==> config.mk <==
export PLATFORM = sky130hd
export DESIGN_NAME = tga_rle_pixel_decoder
export DESIGN_NICKNAME = d
export VERILOG_FILES = /design/src/sv/tgarle_pkg.sv /design/src/sv/tga_rle_pixel_decoder.sv /design/src/sv/tgarle_front.sv /design/src/sv/tgarle_queue.sv /design/src/sv/tgarle_back.sv
export SDC_FILE = /design/constraint.sdc
export NUM_CORES = 1
export LEC_CHECK = 0
export ABC_AREA = 0
export BUFFER_PORTS_ARGS = -buffer_cell sky130_fd_sc_hd__buf_2
export CAP_MARGIN = 20
export CORE_MARGIN = 2
export CORE_UTILIZATION = 50
export DETAILED_ROUTE_END_ITERATION = 10
export PLACE_DENSITY = 0.76
export SLEW_MARGIN = 10
export SYNTH_ARGS = -nofsm -noshare
export SYNTH_HDL_FRONTEND = slang
export SYNTH_SLANG_ARGS = --single-unit
==> constraint.sdc <==
create_clock -name clk -period 10.4 [get_ports clk]
set_clock_uncertainty 0.1 [all_clocks]
set_input_delay 0.52 -clock clk [delete_from_list [all_inputs] [get_ports clk]]
set_output_delay 0.52 -clock clk [all_outputs]
set_load 0.02 [all_outputs]
==> src/sv/tgarle_pkg.sv <==
// Package for the TGA run-length pixel decoder.
// Shared types, register indexes and sizing constants; no dependencies.
package tgarle_pkg;

  localparam int COUNT_WIDTH_DEFAULT = 31;
  localparam int QUEUE_DEPTH         = 4;
  localparam int CFG_INDEX_W         = 2;
  localparam int CFG_DATA_W          = 31;
  localparam int OUT_DATA_W          = 40;

  localparam logic [CFG_INDEX_W-1:0] REG_BYTES_PER_PIXEL = 2'd0;
  localparam logic [CFG_INDEX_W-1:0] REG_RLE_MODE        = 2'd1;
  localparam logic [CFG_INDEX_W-1:0] REG_PIXEL_COUNT     = 2'd2;

  localparam logic [2:0] BPP_FOUR    = 3'd4;
  localparam logic [2:0] SIZE_THREE  = 3'd3;
  localparam logic [2:0] SIZE_FOUR   = 3'd4;
  localparam logic [7:0] ALPHA_OPAQUE = 8'd255;
  localparam logic [7:0] RUN_BIAS     = 8'd127;

  typedef enum logic [1:0] {
    PHASE_HEADER  = 2'd0,
    PHASE_LITERAL = 2'd1,
    PHASE_RUN     = 2'd2
  } phase_t;

  // One completed pixel handed from the parser to the color stage.
  typedef struct packed {
    logic [7:0] byte0;
    logic [7:0] byte1;
    logic [7:0] byte2;
    logic [7:0] cur;
    logic       four;
    logic [7:0] rep;
    logic       last;
  } pix_rec_t;

endpackage

==> src/sv/tga_rle_pixel_decoder.sv <==
// Top level of the TGA run-length pixel decoder.
// Instantiates tgarle_front, tgarle_queue and tgarle_back; uses tgarle_pkg.
//
// Usage:
//   s_* carries the pixel-data section of a TGA image, one byte per word.
//   m_* carries one decoded pixel per word: red, green, blue, alpha and a
//   repeat count, with tlast on the pixel that completes the image.
//   cfg_* writes bytes_per_pixel (index 0), rle_mode (1), pixel_count (2);
//   write only while no pixel is in flight.
// Throughput: one input byte per cycle while s_tready is high; a header byte or a
//   pixel byte that does not complete a pixel gives no output word.
// Path: the byte that completes a pixel goes through the parser into the
//   pixel queue, then into the alpha multiplier register, then through the
//   rounding divide into the output register.
// Reset: rst clears packet state, the queue and both output stages, and
//   loads bytes_per_pixel 4, rle_mode 1, pixel_count 1.
// Stall: when m_tready is low the output word holds, the multiply stage and
//   the four-entry pixel queue fill, and then s_tready drops.
module tga_rle_pixel_decoder #(
  parameter int COUNT_WIDTH = tgarle_pkg::COUNT_WIDTH_DEFAULT
) (
  input  logic                               clk,
  input  logic                               rst,
  input  logic                               cfg_valid,
  output logic                               cfg_ready,
  input  logic [tgarle_pkg::CFG_INDEX_W-1:0] cfg_index,
  input  logic [tgarle_pkg::CFG_DATA_W-1:0]  cfg_data,
  input  logic                               s_tvalid,
  output logic                               s_tready,
  input  logic [7:0]                         s_tdata,  // data_byte[7:0]
  output logic                               m_tvalid,
  input  logic                               m_tready,
  // red[7:0], green[15:8], blue[23:16], alpha[31:24], repeat_count[39:32]
  output logic [tgarle_pkg::OUT_DATA_W-1:0]  m_tdata,
  output logic                               m_tlast   // last_pixel
);

  logic                 push;
  logic                 pop;
  logic                 queue_full;
  logic                 queue_empty;
  tgarle_pkg::pix_rec_t push_rec;
  tgarle_pkg::pix_rec_t pop_rec;

  assign cfg_ready = 1'b1;

  tgarle_front #(
    .COUNT_WIDTH(COUNT_WIDTH)
  ) u_front (
    .clk       (clk),
    .rst       (rst),
    .cfg_valid (cfg_valid),
    .cfg_index (cfg_index),
    .cfg_data  (cfg_data),
    .in_valid  (s_tvalid),
    .in_byte   (s_tdata),
    .queue_full(queue_full),
    .in_ready  (s_tready),
    .push      (push),
    .push_rec  (push_rec)
  );

  tgarle_queue u_queue (
    .clk     (clk),
    .rst     (rst),
    .push    (push),
    .push_rec(push_rec),
    .pop     (pop),
    .full    (queue_full),
    .empty   (queue_empty),
    .pop_rec (pop_rec)
  );

  tgarle_back u_back (
    .clk        (clk),
    .rst        (rst),
    .queue_empty(queue_empty),
    .pop_rec    (pop_rec),
    .pop        (pop),
    .m_tvalid   (m_tvalid),
    .m_tready   (m_tready),
    .m_tdata    (m_tdata),
    .m_tlast    (m_tlast)
  );

endmodule

==> src/sv/tgarle_front.sv <==
// Byte parser for the TGA run-length pixel decoder: holds the configuration
// registers, tracks packets and pixel assembly, and pushes completed pixels.
// Depends on tgarle_pkg.
module tgarle_front #(
  parameter int COUNT_WIDTH = tgarle_pkg::COUNT_WIDTH_DEFAULT
) (
  input  logic                               clk,
  input  logic                               rst,
  input  logic                               cfg_valid,
  input  logic [tgarle_pkg::CFG_INDEX_W-1:0] cfg_index,
  input  logic [tgarle_pkg::CFG_DATA_W-1:0]  cfg_data,
  input  logic                               in_valid,
  input  logic [7:0]                         in_byte,
  input  logic                               queue_full,
  output logic                               in_ready,
  output logic                               push,
  output tgarle_pkg::pix_rec_t               push_rec
);

  logic [2:0]                        bytes_per_pixel;
  logic                              rle_mode;
  logic [tgarle_pkg::CFG_DATA_W-1:0] pixel_count;

  tgarle_pkg::phase_t packet_phase, packet_phase_next;
  logic [7:0]             packet_pixels_left, packet_pixels_left_next;
  logic [1:0]             byte_in_pixel, byte_in_pixel_next;
  logic [23:0]            partial_pixel, partial_pixel_next;
  logic [COUNT_WIDTH-1:0] pixels_left, pixels_left_next;

  logic                   accept;
  logic                   four;
  logic [2:0]             size;
  logic [COUNT_WIDTH-1:0] pc_w;
  logic [COUNT_WIDTH-1:0] pl_eff;
  logic [7:0]             rep;
  logic                   complete;
  logic                   last;

  assign in_ready = !queue_full;
  assign accept   = in_valid && in_ready;
  assign four     = (bytes_per_pixel == tgarle_pkg::BPP_FOUR);
  assign size     = four ? tgarle_pkg::SIZE_FOUR : tgarle_pkg::SIZE_THREE;
  assign pc_w     = COUNT_WIDTH'(pixel_count);

  always_ff @(posedge clk) begin
    if (rst) begin
      bytes_per_pixel <= tgarle_pkg::BPP_FOUR;
      rle_mode        <= 1'b1;
      pixel_count     <= tgarle_pkg::CFG_DATA_W'(1);
    end else if (cfg_valid) begin
      unique case (cfg_index)
        tgarle_pkg::REG_BYTES_PER_PIXEL: bytes_per_pixel <= cfg_data[2:0];
        tgarle_pkg::REG_RLE_MODE:        rle_mode        <= cfg_data[0];
        tgarle_pkg::REG_PIXEL_COUNT:     pixel_count     <= cfg_data;
        default: ;
      endcase
    end
  end

  always_comb begin
    packet_phase_next       = packet_phase;
    packet_pixels_left_next = packet_pixels_left;
    byte_in_pixel_next      = byte_in_pixel;
    partial_pixel_next      = partial_pixel;
    rep                     = 8'd1;
    complete                = 1'b0;
    last                    = 1'b0;

    if (pixels_left == '0) begin
      pl_eff = (pc_w == '0) ? COUNT_WIDTH'(1) : pc_w;
    end else begin
      pl_eff = pixels_left;
    end
    pixels_left_next = pl_eff;

    if (rle_mode && packet_phase != tgarle_pkg::PHASE_LITERAL
        && packet_phase != tgarle_pkg::PHASE_RUN) begin
      if (in_byte[7]) begin
        packet_phase_next       = tgarle_pkg::PHASE_RUN;
        packet_pixels_left_next = in_byte - tgarle_pkg::RUN_BIAS;
      end else begin
        packet_phase_next       = tgarle_pkg::PHASE_LITERAL;
        packet_pixels_left_next = in_byte + 8'd1;
      end
      byte_in_pixel_next = 2'd0;
    end else if ({1'b0, byte_in_pixel} + 3'd1 < size) begin
      unique case (byte_in_pixel)
        2'd0: partial_pixel_next[7:0]   = in_byte;
        2'd1: partial_pixel_next[15:8]  = in_byte;
        2'd2: partial_pixel_next[23:16] = in_byte;
        2'd3: ;
      endcase
      byte_in_pixel_next = byte_in_pixel + 2'd1;
    end else begin
      complete           = 1'b1;
      byte_in_pixel_next = 2'd0;
      if (rle_mode) begin
        if (packet_phase == tgarle_pkg::PHASE_RUN) begin
          rep = (packet_pixels_left == 8'd0) ? 8'd1 : packet_pixels_left;
          if (COUNT_WIDTH'(rep) > pl_eff) begin
            rep = pl_eff[7:0];
          end
          packet_pixels_left_next = 8'd0;
          packet_phase_next       = tgarle_pkg::PHASE_HEADER;
        end else begin
          packet_pixels_left_next = packet_pixels_left - 8'd1;
          if (packet_pixels_left_next == 8'd0) begin
            packet_phase_next = tgarle_pkg::PHASE_HEADER;
          end
        end
      end
      pixels_left_next = pl_eff - COUNT_WIDTH'(rep);
      last             = (pixels_left_next == '0);
      if (last) begin
        packet_phase_next       = tgarle_pkg::PHASE_HEADER;
        packet_pixels_left_next = 8'd0;
        byte_in_pixel_next      = 2'd0;
        partial_pixel_next      = 24'd0;
      end
    end
  end

  always_ff @(posedge clk) begin
    if (rst) begin
      packet_phase       <= tgarle_pkg::PHASE_HEADER;
      packet_pixels_left <= 8'd0;
      byte_in_pixel      <= 2'd0;
      partial_pixel      <= 24'd0;
      pixels_left        <= '0;
    end else if (accept) begin
      packet_phase       <= packet_phase_next;
      packet_pixels_left <= packet_pixels_left_next;
      byte_in_pixel      <= byte_in_pixel_next;
      partial_pixel      <= partial_pixel_next;
      pixels_left        <= pixels_left_next;
    end
  end

  assign push           = accept && complete;
  assign push_rec.byte0 = partial_pixel[7:0];
  assign push_rec.byte1 = partial_pixel[15:8];
  assign push_rec.byte2 = partial_pixel[23:16];
  assign push_rec.cur   = in_byte;
  assign push_rec.four  = four;
  assign push_rec.rep   = rep;
  assign push_rec.last  = last;

endmodule

==> src/sv/tgarle_queue.sv <==
// Short pixel queue between the byte parser and the color stage.
// Depends on tgarle_pkg.
module tgarle_queue (
  input  logic                 clk,
  input  logic                 rst,
  input  logic                 push,
  input  tgarle_pkg::pix_rec_t push_rec,
  input  logic                 pop,
  output logic                 full,
  output logic                 empty,
  output tgarle_pkg::pix_rec_t pop_rec
);

  localparam int PTR_W = $clog2(tgarle_pkg::QUEUE_DEPTH);
  localparam int CNT_W = $clog2(tgarle_pkg::QUEUE_DEPTH + 1);

  tgarle_pkg::pix_rec_t entries [tgarle_pkg::QUEUE_DEPTH];
  logic [PTR_W-1:0] wr_ptr;
  logic [PTR_W-1:0] rd_ptr;
  logic [CNT_W-1:0] count;
  logic             do_push;
  logic             do_pop;

  assign full    = (count == CNT_W'(tgarle_pkg::QUEUE_DEPTH));
  assign empty   = (count == '0);
  assign do_push = push && !full;
  assign do_pop  = pop && !empty;
  assign pop_rec = entries[rd_ptr];

  always_ff @(posedge clk) begin
    if (do_push) begin
      entries[wr_ptr] <= push_rec;
    end
  end

  always_ff @(posedge clk) begin
    if (rst) begin
      wr_ptr <= '0;
      rd_ptr <= '0;
      count  <= '0;
    end else begin
      if (do_push) begin
        wr_ptr <= wr_ptr + PTR_W'(1);
      end
      if (do_pop) begin
        rd_ptr <= rd_ptr + PTR_W'(1);
      end
      if (do_push && !do_pop) begin
        count <= count + CNT_W'(1);
      end else if (do_pop && !do_push) begin
        count <= count - CNT_W'(1);
      end
    end
  end

endmodule

==> src/sv/tgarle_back.sv <==
// Color stage of the TGA run-length pixel decoder: swaps red and blue,
// premultiplies by alpha over two registered steps, holds the output word.
// Depends on tgarle_pkg.
module tgarle_back (
  input  logic                              clk,
  input  logic                              rst,
  input  logic                              queue_empty,
  input  tgarle_pkg::pix_rec_t              pop_rec,
  output logic                              pop,
  output logic                              m_tvalid,
  input  logic                              m_tready,
  output logic [tgarle_pkg::OUT_DATA_W-1:0] m_tdata,
  output logic                              m_tlast
);

  logic        advance;
  logic        s1_valid;
  logic [15:0] s1_prod_r;
  logic [15:0] s1_prod_g;
  logic [15:0] s1_prod_b;
  logic [7:0]  s1_alpha;
  logic [7:0]  s1_rep;
  logic        s1_last;

  logic [7:0]  src_r;
  logic [7:0]  mul_k;

  function automatic logic [7:0] div255_round(input logic [15:0] p);
    logic [16:0] x;
    logic [16:0] q;
    begin
      x = {1'b0, p} + 17'd127;
      q = (x + 17'd1 + (x >> 8)) >> 8;
      div255_round = q[7:0];
    end
  endfunction

  assign advance = !m_tvalid || m_tready;
  assign pop     = advance && !queue_empty;
  assign src_r   = pop_rec.four ? pop_rec.byte2 : pop_rec.cur;
  assign mul_k   = pop_rec.four ? pop_rec.cur : tgarle_pkg::ALPHA_OPAQUE;

  always_ff @(posedge clk) begin
    if (rst) begin
      s1_valid <= 1'b0;
    end else if (advance) begin
      s1_valid <= !queue_empty;
    end
  end

  always_ff @(posedge clk) begin
    if (advance) begin
      s1_prod_r <= 16'(src_r) * 16'(mul_k);
      s1_prod_g <= 16'(pop_rec.byte1) * 16'(mul_k);
      s1_prod_b <= 16'(pop_rec.byte0) * 16'(mul_k);
      s1_alpha  <= mul_k;
      s1_rep    <= pop_rec.rep;
      s1_last   <= pop_rec.last;
    end
  end

  always_ff @(posedge clk) begin
    if (rst) begin
      m_tvalid <= 1'b0;
    end else if (advance) begin
      m_tvalid <= s1_valid;
    end
  end

  always_ff @(posedge clk) begin
    if (advance) begin
      m_tdata <= {s1_rep, s1_alpha, div255_round(s1_prod_b),
                  div255_round(s1_prod_g), div255_round(s1_prod_r)};
      m_tlast <= s1_last;
    end
  end

endmodule
=== Word-level counts from Yosys, hierarchy flattened ===
Memory sizes are Yosys's and may differ from the RTL's. A register that Yosys moved wholly into a read port is not among the register bits.
Index checks and enable logic that the tools add are counted.

* Flip-flop bits (word level): 217
* Latch bits: 0
* RAM bits: 168
* Memory bits (read-only): 0
* Bits of input ports: 46
* Output and inout bits: 44
* Word-level logic and storage cells: 142
* Memories kept: 1

* $add $sub $neg: 19
* Multiply operators: 3
* Divide/modulo/power cells: 0
* $lt $le $gt $ge: 2
* Equality and inequality tests: 13
* Shifts and indexed selects: 0
* Multiplexer cells: 45
* Bitwise gates (word level): 1
* Reductions and logical operators: 35

{| class="wikitable"
|+ Memory list
! name !! words !! bits a word !! read ports !! clocked after memory_dff !! write ports !! RTL line !! text
|-
| u_queue.entries || 4 || 42 || 1 || 1 || 1 || tgarle_queue.sv:17 || <nowiki>tgarle_pkg::pix_rec_t entries [tgarle_pkg::QUEUE_DEPTH];</nowiki>
|}

{| class="wikitable"
|+ Operators by type and width
! cell !! number
|-
| 2-to-1 mux 8 bit || 19
|-
| 2-to-1 mux 31 bit || 4
|-
| logical NOT 31 bit || 3
|-
| adder 16 x 7 -> 17 bit, second input constant || 3
|-
| adder 16 x 1 -> 16 bit, second input constant || 3
|-
| adder 16 x 9 -> 16 bit || 3
|-
| multiplier 8 x 8 -> 16 bit || 3
|-
| 2-to-1 mux 24 bit || 2
|-
| > comparator 8 x 31 -> 1 bit || 1
|-
| subtractor 31 x 8 -> 31 bit || 1
|-
| 2-to-1 mux 2 bit || 11
|-
| logical NOT 8 bit || 2
|-
| AND reduction 4 bit || 4
|-
| logical AND 1 bit || 9
|-
| 2-to-1 mux 3 bit || 3
|-
| adder 8 x 1 -> 8 bit, second input constant || 1
|-
| inequality test 2 bit, second input constant || 4
|-
| subtractor 8 x 1 -> 8 bit, second input constant || 1
|-
| subtractor 8 x 7 -> 8 bit, second input constant || 1
|-
| adder 2 x 1 -> 2 bit, second input constant || 3
|-
| equality test 2 bit, second input constant || 3
|-
| equality test 3 bit, second input constant || 2
|-
| 2-to-1 mux 1 bit || 6
|-
| AND reduction 2 bit || 3
|-
| 15 further kinds || 23
|}

=== Depth between registers and ports, before layout ===
* Depth after elaboration: 14
* Gate-level depth with buffers: 36
* Mapped depth without buffers: 32

=== Cells and area by module ===
A second synthesis with hierarchy kept.

* Cells, all modules: 2,523
* Area total of the unflattened synthesis: 26,070.0 um^2

{| class="wikitable"
|+ By module, submodules not included
! module !! times used !! cells an instance !! area each (um^2) !! seq. area each (um^2)
|-
| tgarle_back || 1 || 1,157 || 11,537.3 || 3,223.1
|-
| tgarle_front || 1 || 1,096 || 7,940.1 || 2,042.0
|-
| tgarle_queue || 1 || 268 || 6,581.3 || 5,225.0
|-
| tga_rle_pixel_decoder || 1 || 2 || 11.3 || 0.0
|}

=== Least setup slack after synthesis ===
Ideal clock, no wire load.

* Path kind: reg-to-reg
* Start: reg u_front.pixels_left[18]
* End: reg u_front.packet_pixels_left[1]
* Library setup time: 0.133 ns
* Data arrival time: 8.311 ns
* Required time: 10.167 ns
* Setup slack: 1.856 ns
* Stages on the path, launching flop included: 34
* Path buffers: 7
* Period minus slack after synthesis: 8.544 ns
* Path through: dfxtp_1 or4_1 buf_2 or3_1 buf_2 nor2_1 clkbuf_1 buf_1 clkbuf_1 a21oi_1 ha_1 nand3_1 or3_1 a2111oi_1 o21a_1 a21oi_1 nand2_1 nand2_1 o21ai_0 nand2_1 ha_1 fa_1 buf_1 or4_1 o311ai_1 a211oi_2 o311ai_1 mux2_2 or3_1 nor4_2 buf_4 o21ai_2 a221oi_1 a211oi_1

* Word-level cells in the longest chain between the ends: 13
* Elaborated cells between the ends (all ways): 15
* Those cells by class: add/sub (1); order compare (1); mux (9); reduce/logical (4)

{| class="wikitable"
|+ Ends and longest elaborated chain
! item !! RTL line !! text
|-
| from (decl) || tgarle_front.sv:28 || <nowiki>logic [COUNT_WIDTH-1:0] pixels_left, pixels_left_next;</nowiki>
|-
| from (signal assigned) || tgarle_front.sv:135 || <nowiki>pixels_left <= pixels_left_next;</nowiki>
|-
| logical NOT 31 bit || tgarle_front.sv:69 || <nowiki>if (pixels_left == '0) begin</nowiki>
|-
| 2-to-1 mux 31 bit (*) || tgarle_front.sv:69 ||
|-
| > comparator 8 x 31 -> 1 bit || tgarle_front.sv:100 || <nowiki>if (COUNT_WIDTH'(rep) > pl_eff) begin</nowiki>
|-
| 2-to-1 mux 8 bit || tgarle_front.sv:100 ||
|-
| 2-to-1 mux 8 bit || tgarle_front.sv:98 || <nowiki>if (packet_phase == tgarle_pkg::PHASE_RUN) begin</nowiki>
|-
| 2-to-1 mux 8 bit || tgarle_front.sv:97 || <nowiki>if (rle_mode) begin</nowiki>
|-
| 2-to-1 mux 8 bit || tgarle_front.sv:86 || <nowiki>end else if ({1'b0, byte_in_pixel} + 3'd1 < size) begin</nowiki>
|-
| 2-to-1 mux 8 bit || tgarle_front.sv:76 || <nowiki>if (rle_mode && packet_phase != tgarle_pkg::PHASE_LITERAL</nowiki>
|-
| subtractor 31 x 8 -> 31 bit (*) || tgarle_front.sv:112 || <nowiki>pixels_left_next = pl_eff - COUNT_WIDTH'(rep);</nowiki>
|-
| logical NOT 31 bit (*) || tgarle_front.sv:113 || <nowiki>last = (pixels_left_next == '0);</nowiki>
|-
| 2-to-1 mux 8 bit || tgarle_front.sv:114 || <nowiki>if (last) begin</nowiki>
|-
| 2-to-1 mux 8 bit || tgarle_front.sv:86 ||
|-
| 2-to-1 mux 8 bit || tgarle_front.sv:76 ||
|-
| to (signal assigned) || tgarle_front.sv:132 || <nowiki>packet_pixels_left <= packet_pixels_left_next;</nowiki>
|-
| to (decl) || tgarle_front.sv:25 || <nowiki>logic [7:0] packet_pixels_left, packet_pixels_left_next;</nowiki>
|}

Mark *: on every way between the ends. The rest lies on a longest branch, timed or not. The select of a mux whose other input is x is not followed.
A chain may end at the register's enable or synchronous reset.

=== Final worst setup path ===
* Start: reg u_front.pixels_left[5]
* End: reg u_front.packet_phase[0]

* Word-level cells in the longest chain between the ends: 13
* Elaborated cells between the ends (all ways): 16
* Those cells by class: add/sub (1); order compare (1); mux (9); reduce/logical (5)

{| class="wikitable"
|+ Ends and longest elaborated chain
! item !! RTL line !! text
|-
| logical NOT 31 bit || tgarle_front.sv:69 ||
|-
| 2-to-1 mux 31 bit (*) || tgarle_front.sv:69 ||
|-
| > comparator 8 x 31 -> 1 bit || tgarle_front.sv:100 ||
|-
| 2-to-1 mux 8 bit || tgarle_front.sv:100 ||
|-
| 2-to-1 mux 8 bit || tgarle_front.sv:98 ||
|-
| 2-to-1 mux 8 bit || tgarle_front.sv:97 ||
|-
| 2-to-1 mux 8 bit || tgarle_front.sv:86 ||
|-
| 2-to-1 mux 8 bit || tgarle_front.sv:76 ||
|-
| subtractor 31 x 8 -> 31 bit (*) || tgarle_front.sv:112 ||
|-
| logical NOT 31 bit (*) || tgarle_front.sv:113 ||
|-
| 2-to-1 mux 2 bit || tgarle_front.sv:114 ||
|-
| 2-to-1 mux 2 bit || tgarle_front.sv:86 ||
|-
| 2-to-1 mux 2 bit || tgarle_front.sv:76 ||
|-
| to (signal assigned) || tgarle_front.sv:125 || <nowiki>packet_phase <= tgarle_pkg::PHASE_HEADER;</nowiki>
|-
| to (signal assigned) || tgarle_front.sv:131 || <nowiki>packet_phase <= packet_phase_next;</nowiki>
|-
| to (decl) || tgarle_front.sv:24 || <nowiki>tgarle_pkg::phase_t packet_phase, packet_phase_next;</nowiki>
|}

Marked as above.

==> metrics.yaml <==
synth_edf_count: 274
antenna_found_initial: 1
avgRoutedWirePerCell_um: 19.4
dp_hpwl_um: 44400
ctsHoldBuffers: 0
max_slew_margin_pct: 32.7
max_clock_freq_ghz: 0.111
io_pins: 90
track_usage_pct: 24.1
hold_viol: 0
final_antenna_net_count: 0
status: "finished, final reports clean"
post_cts_buffers: 0
synthesis.nets: 2685
first_pass_iters: 8
crit_slowest_cell: "or3_1"
syn_area_per_cell_um2: 10.4
cts-buffers-inserted: 43
ys.flop_type: "edfxtp_1"
required_ns: 10.79
place_congestion: 0.956
setup_viol: 0
path_clk_slew_ns: 0.06
cts.sinks: 387
syn-instance-count: 2368
end_kind: "register"
cts_root_buf: "clkbuf_16"
core_area_um2: 48700
h-tree-depth: 2
worstHoldPathType: "input port to register"
final.period_utilization_pct: 86.9
layout-drive-gt1-share_pct: 11.5
post_cts_resized: 0
rr_startpoint: "u_front.pixels_left[5]"
max_cap_viol_count: 0
cp_data_arrival_time_ns: 9.43
clk_latency_ns: 0.58
die_h_um: 226
vias_per_cell: 5.75
layout_commonest_cell: "nand2_1"
tritoncts: "yes"
drt_iter0_drc: 1297
syn_to_final_growth_pct: 11.1
route.detailed.drc: 0
nets: 2752
path_max_fanout: 13
crit_path_start_kind: "register"
cp-startpoint: "u_front.pixels_left[5]"
hp-start: "cfg_data[17]"
overflow: 0
grt_max_degree: 71
clockBufferDepth: 3
die_area_um2: 50900
grt_pass1_vias: 18380
async_reset_ff_share_pct: 0
num_rows: 81
wirelength_um: 60900
syn_area_um2: 24600
mostFrequentLayoutCells: "nand2_1 (288), edfxtp_1 (274), inv_1 (234), nor2_1 (195), ha_1 (161)"
stdcell_area_um2: 27300
worst_pin_slew_ns: 1.00
start_util_pct: 50.4
critPathKind: "register to register"
synth-seq-area-share_pct: 42.7
rsz0062_at_grt: "no"
ys_seq_elements: 387
synthDistinctLibCells: 88
portBuffers: 88
period_needed_ns: 9.04
slowest_delay_ns: 0.60
grt_first_pass_wirelength_um: 96500
setup_tns_ns: 0
die_width_um: 226
dpl_cell_area_um2: 25700
synth_warnings: 0
cp_common_cell: "or3_1"
via_count: 18015
drv_slew: 0
==> Yosys cell counts (24+ instances only) <==
cell / count / area (um^2)
mux4_2: 31 / 698
mux2i_1: 28 / 280
ha_1: 161 / 2010
o21a_1: 33 / 248
nor3_1: 33 / 165
xor2_1: 59 / 517
fa_1: 110 / 2200
a21oi_1: 155 / 776
nand2_1: 288 / 1080
inv_1: 235 / 882
nor2_1: 196 / 736
xnor2_1: 70 / 613
a311oi_1: 24 / 210
clkbuf_1: 74 / 278
and2_1: 26 / 163
nand3_1: 34 / 170
dfxtp_1: 113 / 2260
o21ai_0: 64 / 320
edfxtp_1: 274 / 8230
nor4_1: 29 / 181
==> cell type report <==
| type | count | area (um^2) |
|---|---|---|
| Inverter | 235 | 885 |
| Clock inverter | 21 | 228 |
| Multi-Input combinational cell | 1646 | 12800 |
| Clock buffer | 58 | 1290 |
| Fill cell | 4056 | 21400 |
| Sequential cell | 387 | 10500 |
| Antenna cell | 1 | 2.50 |
| Timing Repair Buffer | 122 | 753 |
| Tap cell | 664 | 831 |
==> metrics by stage <==
stage               setup WS [ns]  hold slack (ns)  std cells  utilization (%)
global route                0.836           0.0719       3134             56.0
CTS                          1.33           0.0521       3128             55.8
finish                       1.36           0.0802       3134             56.0
floorplan                    1.86            0.300       2368                -
global placement             1.53            0.301       3047             52.7
detailed placement           1.36            0.305       3049             52.7
==> state kept, by name, summed over array words and instances, names as in the netlist, 2 cells and up, named ones only <==
register,count
u_back.m_tdata,40
u_back.s1_alpha,8
u_back.s1_prod_b,16
u_back.s1_prod_g,16
u_back.s1_prod_r,16
u_back.s1_rep,8
u_front.byte_in_pixel,2
u_front.bytes_per_pixel,3
u_front.packet_phase,2
u_front.packet_pixels_left,8
u_front.partial_pixel,24
u_front.pc_w,31
u_front.pixels_left,31
u_queue.count,3
u_queue.entries,168
u_queue.rd_ptr,2
u_queue.wr_ptr,2
==> path summary, 6_finish.rpt <==
kind / to / slack, ns / cells past startpoint
setup / recovery: u_front.packet_phase[0] / 1.36 / 29
hold reg to reg: u_back.m_tdata[32] / 0.32 / 0
hold / removal: u_front.pc_w[17] / 0.08 / 3
setup reg to reg: u_front.packet_phase[0] / 1.36 / 29
==> cells by family after synthesis <==
group / Yosys count / synth area share (%)
XOR/XNOR: 129 / 4.60
AO/OA/AOI/OAI: 428 / 11.3
flip-flops: 387 / 42.7
other: 1 / 0.0153
AND/OR/NAND/NOR: 744 / 14.4
adder cells (fa/ha/maj): 272 / 17.2
buffers and inverters: 335 / 5.22
multiplexers: 72 / 4.58
==> critical path: cells and delay by family (launching register included) <==
family	cells	cell delay, ns
AND/OR/NAND/NOR	13	4.03
buffers and inverters	2	0.44
AO/OA/AOI/OAI	10	2.55
adder cells (fa/ha/maj)	3	1.08
multiplexers	1	0.39
flip-flops	1	0.35
==> metal layers <==
metal / vias to the layer above / track usage, % / share of wire, % / wire length, um
li1: 8436 / - / - / -
met1: 8805 / 29.6 / 40 / 24500
met2: 639 / 43.3 / 52 / 31400
met3: 135 / 2.99 / 5.0 / 3050
met4: 0 / 9.02 / 3.1 / 1920
met5: - / 0 / 0 / 0
Power is left out: the tool's default activity adds up to more than one toggle a clock period on the data nets, which glitch-free logic cannot reach.
